$ cat src/rtl/core/lrupr_pkg.sv
`timescale 1ns / 1ps
package lrupr_pkg;

  // build-time defaults
  localparam int MAX_FRAMES_DEF = 16;
  localparam int PAGE_BITS_DEF  = 16;

  // fixed field widths
  localparam int PAGE_ID_W    = 16;
  localparam int FRAME_USED_W = 4;
  localparam int FAULT_W      = 32;

  // configuration register
  localparam int          CFG_W           = 5;
  localparam logic [4:0]  CFG_FRAMES_RST  = 5'd4;
  localparam int          APB_ADDR_W      = 3;
  localparam int          APB_DATA_W      = 32;
  localparam logic        REG_FRAMES_IN_USE = 1'b0;

  typedef enum logic [1:0] {
    ST_IDLE,
    ST_LOOK,
    ST_UPD
  } lrupr_state_t;

  typedef struct packed {
    logic capture;
    logic decide;
    logic commit;
  } lrupr_cmd_t;

endpackage

$ cat src/rtl/core/lru_page_replacement_unit.sv
`timescale 1ns / 1ps
// channel | handshake                     | payload
// --------+-------------------------------+---------------------------------------------------
// input   | in_valid / in_stall           | in_page_id, in_last_ref
// result  | out_valid / out_stall         | out_hit/frame_used/evicted_*/fault_count/final_res
// config  | psel, penable, pwrite, pready | paddr, pwdata, prdata
//
// each reference passes through a lookup state (parallel page compare over all frames
// plus the rank tree that picks the oldest frame) and a commit state (rank ageing,
// frame write, fault count, result register load)
// a new reference is taken in the commit state, so back-to-back references overlap: the
// next one is accepted while the last one commits, as long as the result side keeps up
// a stalled result holds the block in its commit state until the slot is free
// synchronous active-low reset empties the frame table and clears the fault count
module lru_page_replacement_unit
  import lrupr_pkg::*;
#(
  parameter int MAX_FRAMES = MAX_FRAMES_DEF,
  parameter int PAGE_BITS  = PAGE_BITS_DEF
) (
  input  logic                    clk,
  input  logic                    rst_n,
  // reference transactions
  input  logic                    in_valid,
  output logic                    in_stall,
  input  logic [PAGE_ID_W-1:0]    in_page_id,
  input  logic                    in_last_ref,
  // result transactions
  output logic                    out_valid,
  input  logic                    out_stall,
  output logic                    out_hit,
  output logic [FRAME_USED_W-1:0] out_frame_used,
  output logic                    out_evicted_valid,
  output logic [PAGE_ID_W-1:0]    out_evicted_page,
  output logic [FAULT_W-1:0]      out_fault_count,
  output logic                    out_final_res,
  // register port
  input  logic                    psel,
  input  logic                    penable,
  input  logic                    pwrite,
  input  logic [APB_ADDR_W-1:0]   paddr,
  input  logic [APB_DATA_W-1:0]   pwdata,
  output logic [APB_DATA_W-1:0]   prdata,
  output logic                    pready
);

  lrupr_cmd_t       cmd;
  logic [CFG_W-1:0] frames_in_use_r;
  logic             reg_sel;

  // register index is the word address; only index 0 exists
  assign reg_sel = (paddr[APB_ADDR_W-1] == REG_FRAMES_IN_USE);
  assign pready  = 1'b1;

  always_ff @(posedge clk) begin
    if (!rst_n) begin
      frames_in_use_r <= CFG_FRAMES_RST;
    end else if (psel && penable && pwrite && reg_sel) begin
      frames_in_use_r <= pwdata[CFG_W-1:0];
    end
  end

  // read back, unmapped addresses read zero
  assign prdata = reg_sel ? APB_DATA_W'(frames_in_use_r) : '0;

  lrupr_ctrl u_ctrl (
    .clk       (clk),
    .rst_n     (rst_n),
    .in_valid  (in_valid),
    .in_stall  (in_stall),
    .out_valid (out_valid),
    .out_stall (out_stall),
    .cmd       (cmd)
  );

  lrupr_dp #(
    .MAX_FRAMES (MAX_FRAMES),
    .PAGE_BITS  (PAGE_BITS)
  ) u_dp (
    .clk               (clk),
    .rst_n             (rst_n),
    .cmd               (cmd),
    .frames_in_use     (frames_in_use_r),
    .in_page_id        (in_page_id),
    .in_last_ref       (in_last_ref),
    .out_hit           (out_hit),
    .out_frame_used    (out_frame_used),
    .out_evicted_valid (out_evicted_valid),
    .out_evicted_page  (out_evicted_page),
    .out_fault_count   (out_fault_count),
    .out_final_res     (out_final_res)
  );

endmodule

$ cat src/rtl/core/lrupr_ctrl.sv
`timescale 1ns / 1ps
module lrupr_ctrl
  import lrupr_pkg::*;
(
  input  logic       clk,
  input  logic       rst_n,
  input  logic       in_valid,
  output logic       in_stall,
  output logic       out_valid,
  input  logic       out_stall,
  output lrupr_cmd_t cmd
);

  lrupr_state_t state_r, state_nxt;
  logic         out_valid_r, out_valid_nxt;
  logic         can_load;
  logic         accept;

  // output slot free or being emptied this cycle
  assign can_load = !out_valid_r || !out_stall;

  always_comb begin
    state_nxt = state_r;
    unique case (state_r)
      ST_IDLE: begin
        if (in_valid) state_nxt = ST_LOOK;
      end
      ST_LOOK: begin
        state_nxt = ST_UPD;
      end
      ST_UPD: begin
        if (can_load) state_nxt = in_valid ? ST_LOOK : ST_IDLE;
      end
      default: begin
        state_nxt = ST_IDLE;
      end
    endcase
  end

  always_comb begin
    in_stall    = 1'b1;
    cmd.decide  = 1'b0;
    cmd.commit  = 1'b0;
    unique case (state_r)
      ST_IDLE: begin
        in_stall = 1'b0;
      end
      ST_LOOK: begin
        cmd.decide = 1'b1;
      end
      ST_UPD: begin
        in_stall   = !can_load;
        cmd.commit = can_load;
      end
      default: begin
        in_stall = 1'b1;
      end
    endcase
    accept      = in_valid && !in_stall;
    cmd.capture = accept;
  end

  always_comb begin
    if (cmd.commit)      out_valid_nxt = 1'b1;
    else if (!out_stall) out_valid_nxt = 1'b0;
    else                 out_valid_nxt = out_valid_r;
  end

  always_ff @(posedge clk) begin
    if (!rst_n) begin
      state_r     <= ST_IDLE;
      out_valid_r <= 1'b0;
    end else begin
      state_r     <= state_nxt;
      out_valid_r <= out_valid_nxt;
    end
  end

  assign out_valid = out_valid_r;

endmodule

$ cat src/rtl/core/lrupr_dp.sv
`timescale 1ns / 1ps
module lrupr_dp
  import lrupr_pkg::*;
#(
  parameter int MAX_FRAMES = MAX_FRAMES_DEF,
  parameter int PAGE_BITS  = PAGE_BITS_DEF
) (
  input  logic                    clk,
  input  logic                    rst_n,
  input  lrupr_cmd_t              cmd,
  input  logic [CFG_W-1:0]        frames_in_use,
  input  logic [PAGE_ID_W-1:0]    in_page_id,
  input  logic                    in_last_ref,
  output logic                    out_hit,
  output logic [FRAME_USED_W-1:0] out_frame_used,
  output logic                    out_evicted_valid,
  output logic [PAGE_ID_W-1:0]    out_evicted_page,
  output logic [FAULT_W-1:0]      out_fault_count,
  output logic                    out_final_res
);

  localparam int FIDX_W = (MAX_FRAMES > 1) ? $clog2(MAX_FRAMES) : 1;
  localparam int RANK_W = FIDX_W;
  localparam int TREE_N = 1 << FIDX_W;
  localparam int CNT_W  = $clog2(MAX_FRAMES + 1);
  localparam int CMP_W  = (CNT_W > CFG_W) ? CNT_W : CFG_W;
  localparam logic [RANK_W-1:0] RANK_TOP = RANK_W'(MAX_FRAMES - 1);

  // frame table
  logic [PAGE_BITS-1:0] frame_page_r [MAX_FRAMES];
  logic [MAX_FRAMES-1:0] frame_valid_r;
  logic [RANK_W-1:0]    rank_r [MAX_FRAMES];
  logic [FAULT_W-1:0]   faults_r, faults_nxt;

  // captured reference
  logic [PAGE_BITS-1:0] page_r;
  logic                 last_r;

  // lookup decision
  logic                 dec_hit_r, dec_empty_r;
  logic [FIDX_W-1:0]    dec_f_r;
  logic [RANK_W-1:0]    dec_limit_r;
  logic [PAGE_BITS-1:0] ev_page_r;

  // result register
  logic                    res_hit_r, res_ev_valid_r, res_final_r;
  logic [FRAME_USED_W-1:0] res_frame_r;
  logic [PAGE_ID_W-1:0]    res_ev_page_r;

  logic [CMP_W-1:0]      cfg_x, n_eff;
  logic [MAX_FRAMES-1:0] active, match_vec, empty_vec;
  logic [FIDX_W-1:0]     hit_f, empty_f, victim_f, dec_f;
  logic                  any_hit, any_empty;
  logic [RANK_W-1:0]     victim_rank, dec_limit;
  logic [RANK_W-1:0]     tr_rank [FIDX_W+1][TREE_N];
  logic [FIDX_W-1:0]     tr_idx  [FIDX_W+1][TREE_N];
  logic [MAX_FRAMES-1:0] age_vec;

  // active frame count, zero reads as one, clipped to the built size
  always_comb begin
    cfg_x = CMP_W'(frames_in_use);
    if (cfg_x == '0)                      n_eff = CMP_W'(1);
    else if (cfg_x > CMP_W'(MAX_FRAMES))  n_eff = CMP_W'(MAX_FRAMES);
    else                                  n_eff = cfg_x;
    for (int j = 0; j < MAX_FRAMES; j++) begin
      active[j]    = CMP_W'(j) < n_eff;
      match_vec[j] = active[j] && frame_valid_r[j] && (frame_page_r[j] == page_r);
      empty_vec[j] = active[j] && !frame_valid_r[j];
    end
  end

  // lowest-index hit and lowest-index empty frame
  always_comb begin
    hit_f   = '0;
    empty_f = '0;
    for (int j = MAX_FRAMES - 1; j >= 0; j--) begin
      if (match_vec[j]) hit_f   = FIDX_W'(j);
      if (empty_vec[j]) empty_f = FIDX_W'(j);
    end
    any_hit   = |match_vec;
    any_empty = |empty_vec;
  end

  // oldest active frame, lower index wins a tie
  always_comb begin
    for (int l = 0; l <= FIDX_W; l++) begin
      for (int k = 0; k < TREE_N; k++) begin
        tr_rank[l][k] = '0;
        tr_idx[l][k]  = '0;
      end
    end
    for (int k = 0; k < TREE_N; k++) begin
      tr_idx[0][k] = FIDX_W'(k);
      if (k < MAX_FRAMES) begin
        if (active[k]) tr_rank[0][k] = rank_r[k];
      end
    end
    for (int l = 0; l < FIDX_W; l++) begin
      for (int k = 0; k < (TREE_N >> (l + 1)); k++) begin
        if (tr_rank[l][2*k+1] > tr_rank[l][2*k]) begin
          tr_rank[l+1][k] = tr_rank[l][2*k+1];
          tr_idx[l+1][k]  = tr_idx[l][2*k+1];
        end else begin
          tr_rank[l+1][k] = tr_rank[l][2*k];
          tr_idx[l+1][k]  = tr_idx[l][2*k];
        end
      end
    end
    victim_f    = tr_idx[FIDX_W][0];
    victim_rank = tr_rank[FIDX_W][0];
  end

  always_comb begin
    if (any_hit) begin
      dec_f     = hit_f;
      dec_limit = rank_r[hit_f];
    end else if (any_empty) begin
      dec_f     = empty_f;
      dec_limit = '0;
    end else begin
      dec_f     = victim_f;
      dec_limit = victim_rank;
    end
  end

  // frames that age by one on commit
  always_comb begin
    for (int j = 0; j < MAX_FRAMES; j++) begin
      age_vec[j] = active[j] && frame_valid_r[j] && (FIDX_W'(j) != dec_f_r) &&
                   (dec_empty_r || (rank_r[j] < dec_limit_r)) &&
                   (rank_r[j] != RANK_TOP);
    end
    if (!dec_hit_r && (faults_r != '1)) faults_nxt = faults_r + FAULT_W'(1);
    else                                faults_nxt = faults_r;
  end

  // payload registers
  always_ff @(posedge clk) begin
    if (cmd.capture) begin
      page_r <= PAGE_BITS'(in_page_id);
      last_r <= in_last_ref;
    end
    if (cmd.decide) begin
      dec_hit_r   <= any_hit;
      dec_empty_r <= !any_hit && any_empty;
      dec_f_r     <= dec_f;
      dec_limit_r <= dec_limit;
      ev_page_r   <= frame_page_r[victim_f];
    end
    if (cmd.commit) begin
      if (!dec_hit_r) frame_page_r[dec_f_r] <= page_r;
      res_hit_r      <= dec_hit_r;
      res_frame_r    <= FRAME_USED_W'(dec_f_r);
      res_ev_valid_r <= !dec_hit_r && !dec_empty_r;
      res_ev_page_r  <= (!dec_hit_r && !dec_empty_r) ? PAGE_ID_W'(ev_page_r) : '0;
      res_final_r    <= last_r;
    end
  end

  // table state with defined reset
  always_ff @(posedge clk) begin
    if (!rst_n) begin
      frame_valid_r <= '0;
      faults_r      <= '0;
      for (int j = 0; j < MAX_FRAMES; j++) rank_r[j] <= '0;
    end else if (cmd.commit) begin
      for (int j = 0; j < MAX_FRAMES; j++) begin
        if (age_vec[j]) rank_r[j] <= rank_r[j] + RANK_W'(1);
      end
      rank_r[dec_f_r]        <= '0;
      frame_valid_r[dec_f_r] <= 1'b1;
      faults_r               <= faults_nxt;
    end
  end

  assign out_hit           = res_hit_r;
  assign out_frame_used    = res_frame_r;
  assign out_evicted_valid = res_ev_valid_r;
  assign out_evicted_page  = res_ev_page_r;
  assign out_fault_count   = faults_r;
  assign out_final_res     = res_final_r;

endmodule

$ cat config.mk
export PLATFORM = sky130hd
export DESIGN_NAME = lru_page_replacement_unit
export DESIGN_NICKNAME = d
export VERILOG_FILES = /design/src/rtl/core/lrupr_pkg.sv /design/src/rtl/core/lru_page_replacement_unit.sv /design/src/rtl/core/lrupr_ctrl.sv /design/src/rtl/core/lrupr_dp.sv
export SDC_FILE = /design/constraint.sdc
export NUM_CORES = 1
export LEC_CHECK = 0
export BUFFER_PORTS_ARGS = -buffer_cell sky130_fd_sc_hd__buf_2
export CORE_UTILIZATION = 50
export CTS_CLUSTER_DIAMETER = 120
export DETAILED_ROUTE_END_ITERATION = 10
export GPL_ROUTABILITY_DRIVEN = 0
export PLACE_DENSITY = 0.69
export SLEW_MARGIN = 20
export SYNTH_ARGS = -nofsm -noshare
export SYNTH_HDL_FRONTEND = slang
export SYNTH_SLANG_ARGS = --single-unit
$ cat constraint.sdc
create_clock -name clk -period 10.7 [get_ports clk]
set_input_delay 1.605 -clock clk [delete_from_list [all_inputs] [get_ports clk]]
set_output_delay 1.605 -clock clk [all_outputs]
set_load 0.005 [all_outputs]
==> run summary <==
status - finished, final reports clean
PwrDens - 132 nW/um^2
HPWL Detailed - 50500 um
Remaining Overflow, GRT - 0
post-CTS sizing - 0
GRT Util Overall - 26.8%
Clock Pin Slew Worst Setup and Hold Paths - 60 ps
Syn Inst Count - 2481
Rel. slew slack - 24.2%
core area - 51300 sq um
switching power - 835 uW
CTS sink count - 442
Yosys top cell area share - 37.3%
Root Buffer - clkbuf_16
total wire length - 71900 um
antenna viol nets, final - 0
Via Count - 19.4k
TritonCTS clock tree - done
IO Count - 149
fmax - 98.3 MHz
Worst VDD drop - 0.115 mV
period utilisation layout - 95.1%
Placed Instances - 3190
Synth area leaders - edfxtp_1, dfxtp_1, mux2i_1
EDFF count, synth - 322
Slew @ Worst Pin - 1140 ps
synth unique cells - 78
mapped cell area - 25900 sq um
synthesized flop and latch total - 442
final setup vio count - 0
TNS Setup - 0 ps
die area - 52800 sq um
Worst Path Max Fanout - 41
WP data required - 11030 ps
layout cell share with drive strength beyond 1 - 10.3%
first-pass GRT wire length - 109000 um
non-filler cells, final - 3280
fin crit period - 10180 ps
Sequential Power Share - 49.1%
flop2flop setup slack - 520 ps
unrepaired setup endpoints after global routing - false
Worst Setup End Kind - register
main flop type after synthesis - edfxtp_1
Final Hold Vio Count - 0
Starting Density - 50.6%
ant diodes - 0
Detailed Routing Iterations Pass 1 - 5
area delta synth->final - 10.5%
cts hold-fix bufs - 0
post-synthesis sequential area ratio - 46.5%
Skew-Pair Late Insertion Delay - 600 ps
Max stage delay on crit path - 790 ps
Max-cap violations - 0
Logic pwr share - 4.8%
CTS Buffer Depth - 3
WP buf/inv - 1
initial DRC count - 1967
DR WL/cell - 21.9 um
Via density - 5.92
number of I/O port buffers - 91
largest net degree at the start of global routing - 73
Mapped Avg Cell Area - 10.5 sq um
worst setup path category - reg2reg
Fin Clk Skew - 18.2 ps
Remaining DRCs - 0
Int Power - 2950 uW
Post-layout nets - 2745
CP max stage cell - a41oi_1
H-tree depth - 2
Syn. warnings - 0
initial antenna violation count - 0
worst hold path type - reg2reg
Rows - 83
Largest delay share family, worst path - compound AO/OA/AOI/OAI gates
clock power share - 46.1%
vias in the first global route - 18.7k
Slew Viols, Final - 0
crit path DAT - 10500 ps
Post-CTS Setup Bufs - 0
leakage power - 0.0113 uW
Vert. Die Dim - 230 um
Sw Ratio - 22.1%
CTS Buf Count - 50
Synth area leader - edfxtp_1
Synth async-reset ratio - 0%
CP Launch Type - register
Chip Width - 230 um
==> cell families (layout without fill, tap and decap cells) <==
logic type	Yosys count	count (layout)	share of synthesized area (%)
and+or+nand+nor	845	845	15.8
DFF	442	442	46.5
AOI/OAI and AO/OA	331	331	8.61
xor gates and xnor gates	327	327	11.0
muxes	210	210	8.20
buffers and inverters	200	293	3.83
adders and majority gates	124	124	5.98
other	2	28	0.0289
==> power by group through the flow <==
stage,clock network [uW],registers (uW),logic [uW]
global placement,0,1890,175
CTS,1770,1860,180
finish,1750,1860,180
floorplan,0,1900,122
detailed placement,0,1890,179
global route,1830,1860,194
==> layout by cell type (no fill, tap or decap), types with 21 or more instances in the layout <==
cell         n
a31oi_1     22
mux2i_1    189
o21ai_0     68
nor3_1      26
xor2_1     201
nor2_1     280
nor4_1      45
mux2_2      21
ha_1       124
nor2b_1     33
conb_1      28
buf_2       91
edfxtp_1   322
clkbuf_16   51
nand2_1    164
dfxtp_1    120
nand2b_1    43
xnor2_1    126
a21oi_1     70
buf_4       50
and2_1      46
inv_1       60
o21a_1      25
nand3_1     77
nand4_1     78
a21o_1      34
==> area by class of cell <==
class / instances / area (sq um)
tap: 680 / 851
sequential: 442 / 12100
inverter: 61 / 229
fill: 4384 / 22600
timing repair buffer: 142 / 851
multi-input combinational: 1865 / 13000
clock buffer: 66 / 1370
clock inverter: 24 / 287
==> Yosys cell counts, drive strengths merged (4+ instances only) <==
cell type and instances:
clkbuf 51, o21ai 76, xnor2 126, nor2 282
mux2i 189, a21o 35, and2 47, a41o 5
dfxtp 120, a21oi 73, a21boi 10, o22ai 15
nand3b 5, nand2b 43, or2 5, nor2b 34
or3 13, o21a 25, mux2 21, nand4 78
a221oi 4, a311oi 4, xor2 201, ha 124
nand3 78, buf 88, a31oi 22, inv 61
nand2 167, nor3 26, a211oi 17, o211a 16
edfxtp 322, and3 11, nor4 46, o211ai 5
==> sequential cells by signal (all words and copies together), names as in the netlist <==
signal	cells
u_dp.dec_hit_r	1
u_dp.ev_page_r	16
u_dp.rank_r	64
u_dp.frame_page_r	256
u_dp.out_frame_used	4
u_dp.frame_valid_r	16
u_ctrl.out_valid	1
u_dp.dec_f_r	4
u_dp.last_r	1
u_dp.out_final_res	1
u_dp.out_fault_count	32
frames_in_use_r	5
u_dp.out_evicted_page	16
u_ctrl.state_r	2
u_dp.dec_empty_r	1
u_dp.out_evicted_valid	1
u_dp.out_hit	1
u_dp.dec_limit_r	4
u_dp.page_r	16
==> worst reg2reg max path, delay by kind of cell (launching register included) <==
family,cells,cell delay (ps)
AOI/OAI and AO/OA,14,4100
adders and majority gates,4,1260
buffers and inverters,1,260
DFF,1,480
muxes,3,1030
and+or+nand+nor,9,2800
==> per-stage QoR <==
step | instance area, sq um | util [%] | total power (uW) | hold WS [ps] | worst slack [ps]
2_1_floorplan | 26000 | - | 2020 | 400 | 2950
3_3_place_gp | 27000 | 52.6 | 2070 | 404 | 1260
3_5_place_dp | 27000 | 52.6 | 2070 | 405 | 902
4_1_cts | 28700 | 55.9 | 3810 | 420 | 904
5_1_grt | 28700 | 55.9 | 3890 | 424 | 212
6_report | 28700 | 55.9 | 3780 | 420 | 523
==> worst paths after layout <==
check | startpoint | endpoint | depth (start not counted)
setup / recovery | frames_in_use_r[3]$_SDFFE_PN0P_ | u_dp.ev_page_r[1]$_DFFE_PN_ | 31
hold / removal | u_dp.last_r$_DFFE_PP_ | u_dp.out_final_res$_DFFE_PP_ | 0
setup reg to reg | frames_in_use_r[3]$_SDFFE_PN0P_ | u_dp.ev_page_r[1]$_DFFE_PN_ | 31
hold reg to reg | u_dp.last_r$_DFFE_PP_ | u_dp.out_final_res$_DFFE_PP_ | 0
==> layer usage <==
layer  vias up  GRT usage [%]  part of all wire, %
li1       9007              -                    -
met1      9448           35.7                   42
met2       833           44.4                   47
met3       137           4.37                  7.8
met4         0           8.80                  3.2
met5         -              0                    0
Note: power is estimated with default switching activity, not from simulation.
